**src/design/hsl2rgb_pkg.sv**
```systemverilog
// ----------------------------------------------------------------------------
// hsl2rgb_pkg
// Shared widths, codes, control-word layout and the microcode ROM of the
// HSL to RGB LED level converter.
// ----------------------------------------------------------------------------
package hsl2rgb_pkg;

   localparam int LVL_W         = 12;
   localparam int VAL_W         = 16;
   localparam int ACT_W         = 2;
   localparam int RSP_W         = 40;
   localparam int FRAC_BITS     = 16;
   localparam int FX_W          = 28;
   localparam int PROD_W        = 2 * FX_W;
   localparam int DIV_NUM_W     = 48;
   localparam int DIV_STEP_BITS = 8;
   localparam int DIV_STEPS     = DIV_NUM_W / DIV_STEP_BITS;
   localparam int DIV_CNT_W     = $clog2(DIV_STEPS + 1);
   localparam int REM_W         = LVL_W;

   typedef logic [LVL_W-1:0] level_type;

   // action codes (tuser of the request channel)
   localparam logic [ACT_W-1:0] ACT_HUE = 2'd0;
   localparam logic [ACT_W-1:0] ACT_SAT = 2'd1;
   localparam logic [ACT_W-1:0] ACT_LUM = 2'd2;

   // luminance values remapped on store
   localparam level_type LUM_ODD_A = 12'd759;
   localparam level_type LUM_FIX_A = 12'd758;
   localparam level_type LUM_ODD_B = 12'd1175;
   localparam level_type LUM_ODD_C = 12'd1176;
   localparam level_type LUM_FIX_B = 12'd1174;

   // sequencer step addresses
   localparam int STEP_W = 4;
   localparam logic [STEP_W-1:0] S_IDLE     = 4'd0;
   localparam logic [STEP_W-1:0] S_QMUL     = 4'd1;
   localparam logic [STEP_W-1:0] S_QDIV     = 4'd2;
   localparam logic [STEP_W-1:0] S_QWAIT    = 4'd3;
   localparam logic [STEP_W-1:0] S_FORM_Q   = 4'd4;
   localparam logic [STEP_W-1:0] S_FORM_PD  = 4'd5;
   localparam logic [STEP_W-1:0] S_CH_T     = 4'd6;
   localparam logic [STEP_W-1:0] S_CH_REG   = 4'd7;
   localparam logic [STEP_W-1:0] S_CH_MUL   = 4'd8;
   localparam logic [STEP_W-1:0] S_CH_DIV   = 4'd9;
   localparam logic [STEP_W-1:0] S_CH_WAIT  = 4'd10;
   localparam logic [STEP_W-1:0] S_CH_STORE = 4'd11;
   localparam logic [STEP_W-1:0] S_DONE     = 4'd12;
   localparam logic [STEP_W-1:0] S_GREY     = 4'd13;

   // datapath operations
   localparam logic [2:0] OP_NONE    = 3'd0;
   localparam logic [2:0] OP_FORM_Q  = 3'd1;
   localparam logic [2:0] OP_FORM_PD = 3'd2;
   localparam logic [2:0] OP_CH_T    = 3'd3;
   localparam logic [2:0] OP_CH_REG  = 3'd4;
   localparam logic [2:0] OP_STORE   = 3'd5;
   localparam logic [2:0] OP_GREY    = 3'd6;
   localparam logic [2:0] OP_OUT     = 3'd7;

   // multiplier operand select
   localparam logic [1:0] MUL_NONE = 2'd0;
   localparam logic [1:0] MUL_Q    = 2'd1;
   localparam logic [1:0] MUL_CH   = 2'd2;

   // divider numerator select
   localparam logic DSRC_Q  = 1'b0;
   localparam logic DSRC_CH = 1'b1;

   // jump conditions
   localparam logic [2:0] COND_NEVER    = 3'd0;
   localparam logic [2:0] COND_NO_REQ   = 3'd1;
   localparam logic [2:0] COND_SAT_ZERO = 3'd2;
   localparam logic [2:0] COND_DIV_BUSY = 3'd3;
   localparam logic [2:0] COND_FLAT     = 3'd4;
   localparam logic [2:0] COND_MORE_CH  = 3'd5;
   localparam logic [2:0] COND_OUT_BUSY = 3'd6;
   localparam logic [2:0] COND_ALWAYS   = 3'd7;

   // hue regions of one channel
   localparam logic [1:0] REG_RISE = 2'd0;
   localparam logic [1:0] REG_Q    = 2'd1;
   localparam logic [1:0] REG_FALL = 2'd2;
   localparam logic [1:0] REG_P    = 2'd3;

   // channel index
   localparam logic [1:0] CH_RED   = 2'd0;
   localparam logic [1:0] CH_GREEN = 2'd1;
   localparam logic [1:0] CH_BLUE  = 2'd2;

   typedef struct packed {
      logic              accept;
      logic [2:0]        op;
      logic [1:0]        mul;
      logic              div_go;
      logic              div_src;
      logic [2:0]        cond;
      logic [STEP_W-1:0] target;
      logic              to_idle;
   } ucode_type;

   typedef struct packed {
      logic                 start;
      logic [DIV_NUM_W-1:0] numer;
   } div_req_type;

   typedef struct packed {
      logic                 busy;
      logic [DIV_NUM_W-1:0] quot;
   } div_rsp_type;

   // Microcode: if cond holds, go to target; else to_idle ? idle : next step.
   function automatic ucode_type ucode_rom(input logic [STEP_W-1:0] addr);
      ucode_type w;
      w = '{accept: 1'b0, op: OP_NONE, mul: MUL_NONE, div_go: 1'b0,
            div_src: DSRC_Q, cond: COND_NEVER, target: S_IDLE, to_idle: 1'b0};
      case (addr)
         S_IDLE: begin
            w.accept = 1'b1;
            w.cond   = COND_NO_REQ;
            w.target = S_IDLE;
         end
         S_QMUL: begin
            w.mul    = MUL_Q;
            w.cond   = COND_SAT_ZERO;
            w.target = S_GREY;
         end
         S_QDIV: begin
            w.div_go  = 1'b1;
            w.div_src = DSRC_Q;
         end
         S_QWAIT: begin
            w.cond   = COND_DIV_BUSY;
            w.target = S_QWAIT;
         end
         S_FORM_Q:  w.op = OP_FORM_Q;
         S_FORM_PD: w.op = OP_FORM_PD;
         S_CH_T:    w.op = OP_CH_T;
         S_CH_REG:  w.op = OP_CH_REG;
         S_CH_MUL: begin
            w.mul    = MUL_CH;
            w.cond   = COND_FLAT;
            w.target = S_CH_STORE;
         end
         S_CH_DIV: begin
            w.div_go  = 1'b1;
            w.div_src = DSRC_CH;
         end
         S_CH_WAIT: begin
            w.cond   = COND_DIV_BUSY;
            w.target = S_CH_WAIT;
         end
         S_CH_STORE: begin
            w.op     = OP_STORE;
            w.cond   = COND_MORE_CH;
            w.target = S_CH_T;
         end
         S_DONE: begin
            w.op      = OP_OUT;
            w.cond    = COND_OUT_BUSY;
            w.target  = S_DONE;
            w.to_idle = 1'b1;
         end
         S_GREY: begin
            w.op     = OP_GREY;
            w.cond   = COND_ALWAYS;
            w.target = S_DONE;
         end
         default: w.to_idle = 1'b1;
      endcase
      return w;
   endfunction

endpackage

```
**src/design/hsl2rgb_div.sv**
```systemverilog
// ----------------------------------------------------------------------------
// hsl2rgb_div
// Unsigned long division by a constant divisor, DIV_STEP_BITS quotient bits
// per cycle, restoring compare-subtract.
// ----------------------------------------------------------------------------
module hsl2rgb_div
   import hsl2rgb_pkg::*;
#(
   parameter int DIVISOR = 4000
)(
   input  logic        clock,
   input  logic        reset,
   input  div_req_type req,
   output div_rsp_type rsp
);

   localparam logic [REM_W:0] DIV_D = (REM_W + 1)'(DIVISOR);

   logic [DIV_CNT_W-1:0] cnt_ff, cnt_in;
   logic [DIV_NUM_W-1:0] acc_ff, acc_in;   // numerator out at top, quotient in at bottom
   logic [REM_W-1:0]     rem_ff, rem_in;
   logic [DIV_NUM_W-1:0] acc_v;
   logic [REM_W-1:0]     rem_v;
   logic [REM_W:0]       trial_v;

   always_comb begin
      acc_v   = acc_ff;
      rem_v   = rem_ff;
      trial_v = '0;
      for (int k = 0; k < DIV_STEP_BITS; k++) begin
         trial_v = {rem_v, acc_v[DIV_NUM_W-1]};
         acc_v   = {acc_v[DIV_NUM_W-2:0], 1'b0};
         if (trial_v >= DIV_D) begin
            trial_v  = trial_v - DIV_D;
            acc_v[0] = 1'b1;
         end
         rem_v = trial_v[REM_W-1:0];
      end

      cnt_in = cnt_ff;
      acc_in = acc_ff;
      rem_in = rem_ff;
      if (req.start) begin
         cnt_in = DIV_CNT_W'(DIV_STEPS);
         acc_in = req.numer;
         rem_in = '0;
      end else if (cnt_ff != '0) begin
         cnt_in = cnt_ff - 1'b1;
         acc_in = acc_v;
         rem_in = rem_v;
      end
   end

   always_ff @(posedge clock) begin
      if (reset) begin
         cnt_ff <= '0;
      end else begin
         cnt_ff <= cnt_in;
      end
   end

   always_ff @(posedge clock) begin
      acc_ff <= acc_in;
      rem_ff <= rem_in;
   end

   assign rsp.busy = (cnt_ff != '0);
   assign rsp.quot = acc_ff;

endmodule

```
**src/design/hsl_to_rgb_led_levels_core.sv**
```systemverilog
// ----------------------------------------------------------------------------
// hsl_to_rgb_led_levels_core
// Keeps hue, saturation and luminance levels and returns red, green and blue
// LED drive levels on the same 0..FULL_SCALE scale after every request beat.
// ----------------------------------------------------------------------------
// Sequence: zero saturation goes straight to the grey result; else q and p
//   are formed first, then each channel on a hue slope takes a multiply and a
//   divide while a flat channel skips the divide, and the result is loaded last.
// Throughput: one beat at a time; the next request beat is taken the cycle
//   after the result is loaded. The constant divider sets the pace.
// Reset: synchronous, active high; clears all three levels to zero, the
//   sequencer to idle and the result valid flag.
// ----------------------------------------------------------------------------
module hsl_to_rgb_led_levels_core
   import hsl2rgb_pkg::*;
#(
   parameter int FULL_SCALE = 4000
)(
   input  logic             clock,
   input  logic             reset,
   input  logic             req_tvalid,
   output logic             req_tready,
   input  logic [VAL_W-1:0] req_tdata,   // [15:0] value
   input  logic [ACT_W-1:0] req_tuser,   // [1:0] action
   output logic             rsp_tvalid,
   input  logic             rsp_tready,
   output logic [RSP_W-1:0] rsp_tdata    // [11:0] red, [23:12] green, [35:24] blue
);

   // fixed-point unit: FULL_SCALE with 16 fraction bits
   localparam int UNIT_I  = FULL_SCALE * (2 ** FRAC_BITS);
   localparam int THIRD_I = UNIT_I / 3;
   localparam level_type                 FS_LVL  = LVL_W'(FULL_SCALE);
   localparam logic [FX_W-1:0]           UNIT    = FX_W'(UNIT_I);
   localparam logic signed [FX_W+1:0]    UNIT_S  = (FX_W + 2)'(UNIT_I);
   localparam logic signed [FX_W+1:0]    THIRD_S = (FX_W + 2)'(THIRD_I);

   // ---------------------------------------------------------------- sequencer
   logic [STEP_W-1:0] step_ff, step_in;
   ucode_type         uc;
   logic              jump;
   logic              out_busy;
   div_req_type       div_req;
   div_rsp_type       div_rsp;

   // stored levels
   level_type hue_ff, hue_in, sat_ff, sat_in, lum_ff, lum_in;
   level_type val_sat, val_lum;

   // datapath registers
   logic [FX_W-1:0]   q_ff, q_in, p_ff, p_in, d_ff, d_in;
   logic [FX_W-1:0]   t_ff, t_in, b_ff, b_in;
   logic [1:0]        region_ff, region_in;
   logic [1:0]        ch_ff, ch_in;
   logic [PROD_W-1:0] prod_ff, prod_in;
   level_type         red_ff, red_in, green_ff, green_in, blue_ff, blue_in;

   // result register
   logic      rsp_valid_ff, rsp_valid_in;
   level_type rsp_red_ff, rsp_red_in, rsp_green_ff, rsp_green_in;
   level_type rsp_blue_ff, rsp_blue_in;

   // datapath helpers
   logic                    lum_low;
   logic [FX_W-1:0]         mul_a, mul_b, quot;
   logic [FX_W:0]           lsum_fx, l2_fx;
   logic signed [FX_W+1:0]  ch_off, t_sum, t_wrap;
   logic [FX_W+2:0]         t6;
   logic [FX_W:0]           t2;
   logic [FX_W+1:0]         t3, u2, fall_d;
   logic [FX_W-1:0]         ch_val;

   assign uc         = ucode_rom(step_ff);
   assign req_tready = uc.accept;
   assign out_busy   = rsp_valid_ff && !rsp_tready;

   always_comb begin
      case (uc.cond)
         COND_NO_REQ:   jump = !req_tvalid;
         COND_SAT_ZERO: jump = (sat_ff == '0);
         COND_DIV_BUSY: jump = div_rsp.busy;
         COND_FLAT:     jump = (region_ff == REG_Q) || (region_ff == REG_P);
         COND_MORE_CH:  jump = (ch_ff != CH_BLUE);
         COND_OUT_BUSY: jump = out_busy;
         COND_ALWAYS:   jump = 1'b1;
         default:       jump = 1'b0;
      endcase
      if (jump) begin
         step_in = uc.target;
      end else if (uc.to_idle) begin
         step_in = S_IDLE;
      end else begin
         step_in = step_ff + 1'b1;
      end
   end

   // ------------------------------------------------------------ level update
   // Values saturate at full scale; luminance then remaps its odd values.
   assign val_sat = (req_tdata > VAL_W'(FULL_SCALE)) ? FS_LVL : req_tdata[LVL_W-1:0];

   always_comb begin
      if (val_sat == LUM_ODD_A) begin
         val_lum = LUM_FIX_A;
      end else if (val_sat inside {LUM_ODD_B, LUM_ODD_C}) begin
         val_lum = LUM_FIX_B;
      end else begin
         val_lum = val_sat;
      end
   end

   always_comb begin
      hue_in = hue_ff;
      sat_in = sat_ff;
      lum_in = lum_ff;
      if (req_tvalid && req_tready) begin
         case (req_tuser)
            ACT_HUE: hue_in = val_sat;
            ACT_SAT: sat_in = val_sat;
            ACT_LUM: lum_in = val_lum;
            default: begin
            end
         endcase
      end
   end

   // -------------------------------------------------------------- multiplier
   // 2L < FULL_SCALE: q = L*(F+S)/F; otherwise q = L + S - L*S/F (all << 16)
   assign lum_low = ({1'b0, lum_ff} << 1) < (LVL_W + 1)'(FULL_SCALE);

   always_comb begin
      case (uc.mul)
         MUL_Q: begin
            mul_a = FX_W'(lum_ff);
            mul_b = lum_low ? FX_W'({1'b0, FS_LVL} + {1'b0, sat_ff}) : FX_W'(sat_ff);
         end
         MUL_CH: begin
            mul_a = d_ff;
            mul_b = b_ff;
         end
         default: begin
            mul_a = '0;
            mul_b = '0;
         end
      endcase
      prod_in = (uc.mul == MUL_NONE) ? prod_ff : PROD_W'(mul_a) * PROD_W'(mul_b);
   end

   // ----------------------------------------------------------------- divider
   // Divide by U = F << 16: q path scales the product up by 16 bits before
   // dividing by F, channel path drops its 16 low bits first.
   assign div_req.start = uc.div_go;
   assign div_req.numer = (uc.div_src == DSRC_Q) ?
                          {prod_ff[DIV_NUM_W-FRAC_BITS-1:0], {FRAC_BITS{1'b0}}} :
                          DIV_NUM_W'(prod_ff[PROD_W-1:FRAC_BITS]);
   assign quot = div_rsp.quot[FX_W-1:0];

   hsl2rgb_div #(
      .DIVISOR (FULL_SCALE)
   ) u_div (
      .clock (clock),
      .reset (reset),
      .req   (div_req),
      .rsp   (div_rsp)
   );

   // ---------------------------------------------------------------- datapath
   assign lsum_fx = {({1'b0, lum_ff} + {1'b0, sat_ff}), {FRAC_BITS{1'b0}}};
   assign l2_fx   = {lum_ff, {(FRAC_BITS + 1){1'b0}}};

   // hue position, red leads by a third, blue lags by a third; wrap once
   always_comb begin
      case (ch_ff)
         CH_RED:   ch_off = THIRD_S;
         CH_GREEN: ch_off = '0;
         default:  ch_off = -THIRD_S;
      endcase
      t_sum = $signed({2'b00, hue_ff, {FRAC_BITS{1'b0}}}) + ch_off;
      if (t_sum < 0) begin
         t_wrap = t_sum + UNIT_S;
      end else if (t_sum > UNIT_S) begin
         t_wrap = t_sum - UNIT_S;
      end else begin
         t_wrap = t_sum;
      end
   end

   assign t6     = {1'b0, t_ff, 2'b00} + {2'b00, t_ff, 1'b0};
   assign t2     = {t_ff, 1'b0};
   assign t3     = {1'b0, t_ff, 1'b0} + {2'b00, t_ff};
   assign u2     = {1'b0, UNIT, 1'b0};
   assign fall_d = u2 - t3;

   assign ch_val = ((region_ff == REG_RISE) || (region_ff == REG_FALL)) ? p_ff + quot :
                   (region_ff == REG_Q) ? q_ff : p_ff;

   always_comb begin
      q_in         = q_ff;
      p_in         = p_ff;
      d_in         = d_ff;
      t_in         = t_ff;
      b_in         = b_ff;
      region_in    = region_ff;
      ch_in        = ch_ff;
      red_in       = red_ff;
      green_in     = green_ff;
      blue_in      = blue_ff;
      rsp_red_in   = rsp_red_ff;
      rsp_green_in = rsp_green_ff;
      rsp_blue_in  = rsp_blue_ff;
      rsp_valid_in = rsp_valid_ff;
      if (rsp_valid_ff && rsp_tready) begin
         rsp_valid_in = 1'b0;
      end
      case (uc.op)
         OP_FORM_Q: begin
            q_in = lum_low ? quot : FX_W'(lsum_fx - {1'b0, quot});
         end
         OP_FORM_PD: begin
            p_in  = FX_W'(l2_fx - {1'b0, q_ff});
            d_in  = FX_W'({q_ff, 1'b0} - l2_fx);
            ch_in = CH_RED;
         end
         OP_CH_T: begin
            t_in = FX_W'(t_wrap);
         end
         OP_CH_REG: begin
            if (t6 < {3'b000, UNIT}) begin
               region_in = REG_RISE;
               b_in      = FX_W'(t6);
            end else if (t2 < {1'b0, UNIT}) begin
               region_in = REG_Q;
            end else if (t3 < u2) begin
               region_in = REG_FALL;
               b_in      = FX_W'({fall_d, 1'b0});
            end else begin
               region_in = REG_P;
            end
         end
         OP_STORE: begin
            case (ch_ff)
               CH_RED:   red_in   = ch_val[FX_W-1:FRAC_BITS];
               CH_GREEN: green_in = ch_val[FX_W-1:FRAC_BITS];
               default:  blue_in  = ch_val[FX_W-1:FRAC_BITS];
            endcase
            if (ch_ff != CH_BLUE) begin
               ch_in = ch_ff + 1'b1;
            end
         end
         OP_GREY: begin
            red_in   = lum_ff;
            green_in = lum_ff;
            blue_in  = lum_ff;
         end
         OP_OUT: begin
            if (!out_busy) begin
               rsp_valid_in = 1'b1;
               rsp_red_in   = red_ff;
               rsp_green_in = green_ff;
               rsp_blue_in  = blue_ff;
            end
         end
         default: begin
         end
      endcase
   end

   // --------------------------------------------------------------- registers
   always_ff @(posedge clock) begin
      if (reset) begin
         step_ff      <= S_IDLE;
         hue_ff       <= '0;
         sat_ff       <= '0;
         lum_ff       <= '0;
         ch_ff        <= CH_RED;
         rsp_valid_ff <= 1'b0;
      end else begin
         step_ff      <= step_in;
         hue_ff       <= hue_in;
         sat_ff       <= sat_in;
         lum_ff       <= lum_in;
         ch_ff        <= ch_in;
         rsp_valid_ff <= rsp_valid_in;
      end
   end

   always_ff @(posedge clock) begin
      q_ff         <= q_in;
      p_ff         <= p_in;
      d_ff         <= d_in;
      t_ff         <= t_in;
      b_ff         <= b_in;
      region_ff    <= region_in;
      prod_ff      <= prod_in;
      red_ff       <= red_in;
      green_ff     <= green_in;
      blue_ff      <= blue_in;
      rsp_red_ff   <= rsp_red_in;
      rsp_green_ff <= rsp_green_in;
      rsp_blue_ff  <= rsp_blue_in;
   end

   assign rsp_tvalid = rsp_valid_ff;
   assign rsp_tdata  = {{(RSP_W - 3 * LVL_W){1'b0}}, rsp_blue_ff, rsp_green_ff, rsp_red_ff};

   // -------------------------------------------------------------- assertions
   // divider is only launched when idle
   a_div_idle_on_start: assert property (@(posedge clock) disable iff (reset)
      uc.div_go |-> !div_rsp.busy)
      else $error("divider started while busy");

   // stored levels never exceed full scale
   a_levels_in_range: assert property (@(posedge clock) disable iff (reset)
      (hue_ff <= FS_LVL) && (sat_ff <= FS_LVL) && (lum_ff <= FS_LVL))
      else $error("stored level above full scale");

   // delivered drive levels stay on scale
   a_result_in_range: assert property (@(posedge clock) disable iff (reset)
      rsp_valid_ff |-> (rsp_red_ff <= FS_LVL) && (rsp_green_ff <= FS_LVL) &&
                       (rsp_blue_ff <= FS_LVL))
      else $error("result level above full scale");

   // an accepted beat starts the conversion program
   a_accept_starts: assert property (@(posedge clock) disable iff (reset)
      (req_tvalid && req_tready) |=> (step_ff == S_QMUL))
      else $error("request beat did not start conversion");

endmodule

```
**config.mk**
```make
export PLATFORM = sky130hd
export DESIGN_NAME = hsl_to_rgb_led_levels_core
export DESIGN_NICKNAME = d
export VERILOG_FILES = /design/src/design/hsl2rgb_pkg.sv /design/src/design/hsl2rgb_div.sv /design/src/design/hsl_to_rgb_led_levels_core.sv
export SDC_FILE = /design/constraint.sdc
export NUM_CORES = 2
export LEC_CHECK = 0
export BUFFER_PORTS_ARGS = -buffer_cell sky130_fd_sc_hd__buf_2
export CORE_ASPECT_RATIO = 1.2
export CORE_UTILIZATION = 60
export DETAILED_ROUTE_END_ITERATION = 6
export GPL_ROUTABILITY_DRIVEN = 0
export PLACE_DENSITY = 0.76
export SETUP_SLACK_MARGIN = 0.3
export SLEW_MARGIN = 25
export SYNTH_ARGS = -nofsm -noshare
export SYNTH_HDL_FRONTEND = slang
export SYNTH_SLANG_ARGS = --single-unit
```
**constraint.sdc**
```tcl
create_clock -name clock -period 12.25 [get_ports clock]
set_clock_uncertainty 0.2 [all_clocks]
set_input_delay 0.6125 -clock clock [delete_from_list [all_inputs] [get_ports clock]]
set_output_delay 0.6125 -clock clock [all_outputs]
set_load 0.02 [all_outputs]
```
==> metrics.yaml <==
yosys.area_share.simple: 0.148
ir_worst_vdd_mv: 0.259
setup_viol: 0
relSlewSlack: 0.284
max_cap_viol_count: 0
cp-end-kind: "flop"
die-area_mm2: 0.0767
drive_gt1_frac: 0.0583
rsz0062_at_grt: "false"
grt_overflow: 0
fin_ws_ns: 0.808
path_class: "flop to flop"
final_area_mm2: 0.0480
run_status: "finished, violations left"
start_kind: "flop"
clk_pin_slew_worst_paths_ns: 0.07
synth_most_common_cell: "inv_1"
whs_path_depth: 0
synth_top_family_by_area: "adder cells"
min_path_type: "flop to flop"
route.final.wire_length_mm: 127
path_max_fanout: 21
die_h_um: 303
yosys-top-cells-count: "inv_1, nand2_1, fa_1, ha_1"
start_util: 0.606
syn_to_final_growth_pct: 5.96
avgSynthCellArea_um2: 9.40
hold_viol_final: 0
slew_violations: 0
cts-root-buf: "clkbuf_16"
cp_slowest_stage_delay_ns: 0.58
fmax_mhz: 87.4
grtUsageTotal: 0.342
total_power_w: 0.00836
dr.pass1.iters: 7
cts_buffers: 34
placed_area_mm2: 0.0467
port_buffers: 59
crit_required_ns: 12.33
syn_inst: 4822
grt_start_max_net_pins: 72
final_util: 0.642
p_leak_nw: 22.5
fillers: 6112
antenna_found_initial: 5
synth_compound_area_frac: 0.0922
syn_area_mm2: 0.0453
crit_arrival_ns: 11.53
pre_cts_slack_ns: -0.0876
nets: 5815
via_count: 34800
synth.distinct_cells: 97
routedWlPerCell_um: 21.9
synth_edf_count: 302
postRouteAntennaNets: 0
rows: 110
tritoncts: "built"
r2r_cells: 38
worst_pin_slew_ns: 1.07
die_w_um: 253
antennaDiodeCount: 0
layoutNonFillerInstCount: 5807
yosysSeqAreaShare: 0.226
crit_top_cell: "fa_1"
core_area_mm2: 0.0749
routed_via_density: 6.00
violations: "design-rule violations"
synth_area_leaders: "fa_1, edfxtp_1, ha_1, inv_1, nand2_1"
grt_pass1_wl_mm: 199
drc: 11
io_pins: 64
first_global_vias: 35600
p_per_area_mw_per_mm2: 174
dpl.hpwl_mm: 100
synthMuxAreaShare: 0.0105
dp_cells: 5745
fin_crit_sh: 0.934
cts.sinks: 360
clockBufferDepth: 3
synthFlopType: "edfxtp_1"
ys_ff_latch: 360
synth_top_area_share: 0.302
drtIter0Drc: 3358
critPathSlowestCell: "dfxtp_1"
cts_hold_buf: 0
synth_xor_area_frac: 0.0378
htree_levels: 2
synthAdderAreaFrac: 0.395
clk_latency_ns: 0.54
yosys.area.top_type: "fa_1"
synth-warning-count: 0
async_flop_share: 0
period_minus_slack_ns: 11.44
## layout make-up
type                            count  area (um^2)  share of cell area
Inverter                          843         3160              0.0659
Timing Repair Buffer              151         1010              0.0210
Clock inverter                     20          283             0.00589
Tap cell                         1008         1260              0.0262
Clock buffer                       42          945              0.0197
Multi-Input combinational cell   3383        31200               0.648
Sequential cell                   360        10200               0.213
## layout by cell type, fill, tap and decap left out, types with 13 or more instances in the layout
| master | n |
|---|---|
| nand2_1 | 738 |
| and3_1 | 100 |
| nand2b_1 | 26 |
| ha_1 | 335 |
| clkbuf_16 | 37 |
| a21o_1 | 58 |
| a22o_1 | 25 |
| nor3_1 | 59 |
| buf_4 | 88 |
| o31ai_1 | 13 |
| fa_1 | 683 |
| edfxtp_1 | 302 |
| a22oi_1 | 33 |
| buf_2 | 59 |
| xnor2_1 | 133 |
| inv_1 | 842 |
| a21oi_1 | 148 |
| nor2b_1 | 33 |
| and2_1 | 74 |
| nand3_1 | 46 |
| dfxtp_1 | 58 |
| o21ai_0 | 120 |
| o21a_1 | 26 |
| xor2_1 | 61 |
| nor2_1 | 300 |
| nor4_1 | 21 |
| or3_1 | 22 |
| o211ai_1 | 14 |
| mux2i_1 | 31 |
| o21bai_1 | 30 |
| a211oi_1 | 28 |
## metal layers
metal  vias up  wire [um]  GRT usage
met2      1816      59100      0.557
met1     17200      46100      0.421
li1      15300          -          -
met4         8       8090      0.182
met3       493      13900     0.0866
met5         -         66          0
## worst paths after layout
check / from / end / slack (ns)
max: lum_ff[4]$_SDFFE_PP0P_ / prod_ff[55]$_DFFE_PP_ / 0.81
min: green_ff[1]$_DFFE_PP_ / rsp_green_ff[1]$_DFFE_PP_ / 0.22
max reg2reg: lum_ff[4]$_SDFFE_PP0P_ / prod_ff[55]$_DFFE_PP_ / 0.81
min reg2reg: green_ff[1]$_DFFE_PP_ / rsp_green_ff[1]$_DFFE_PP_ / 0.22
## what timing repair did
item | CTS | global route
setup buffers | 0 | 0
setup endpoints to repair | 2 | 7
gates cloned | 0 | 0
resized for setup | 9 | 14
## through the flow
| stage | setup TNS, ns | hold WS (ns) |
|---|---|---|
| 6_report | 0 | 0.218 |
| 5_1_grt | 0 | 0.223 |
| 4_1_cts | 0 | 0.215 |
| 3_5_place_dp | -0.116 | 0.205 |
| 3_3_place_gp | 0 | 0.200 |
| 2_1_floorplan | 0 | 0.200 |
## worst max-delay path, delay by kind of cell (launching register included)
kind	cells	cell delay [ns]
buf+inv	6	1.10
xor+xnor	1	0.15
simple gates	6	0.99
flops	1	0.58
mux	1	0.23
fa+ha+maj	8	3.69
compound gates	16	4.17
## report_power, final
part	internal, W	switching (W)
sequential	0.00179	0.000353
clock	0.000687	0.000484
combinational	0.00192	0.00313
## registers in the layout, indices dropped and copies added, names as in the netlist, 15 cells and up
register / count
t_ff: 15
p_ff: 28
u_div.acc_ff: 48
d_ff: 26
prod_ff: 56
q_ff: 28
b_ff: 27
## logic make-up after synthesis
kind of cell             Yosys count
adder cells (fa/ha/maj)         1023
buffers and inverters           1082
flip-flops                       360
other                              1
AND/OR/NAND/NOR                 1495
multiplexers                      45
AO/OA/AOI/OAI                    621
XOR/XNOR                         195
(Power assumes the default switching activity.)
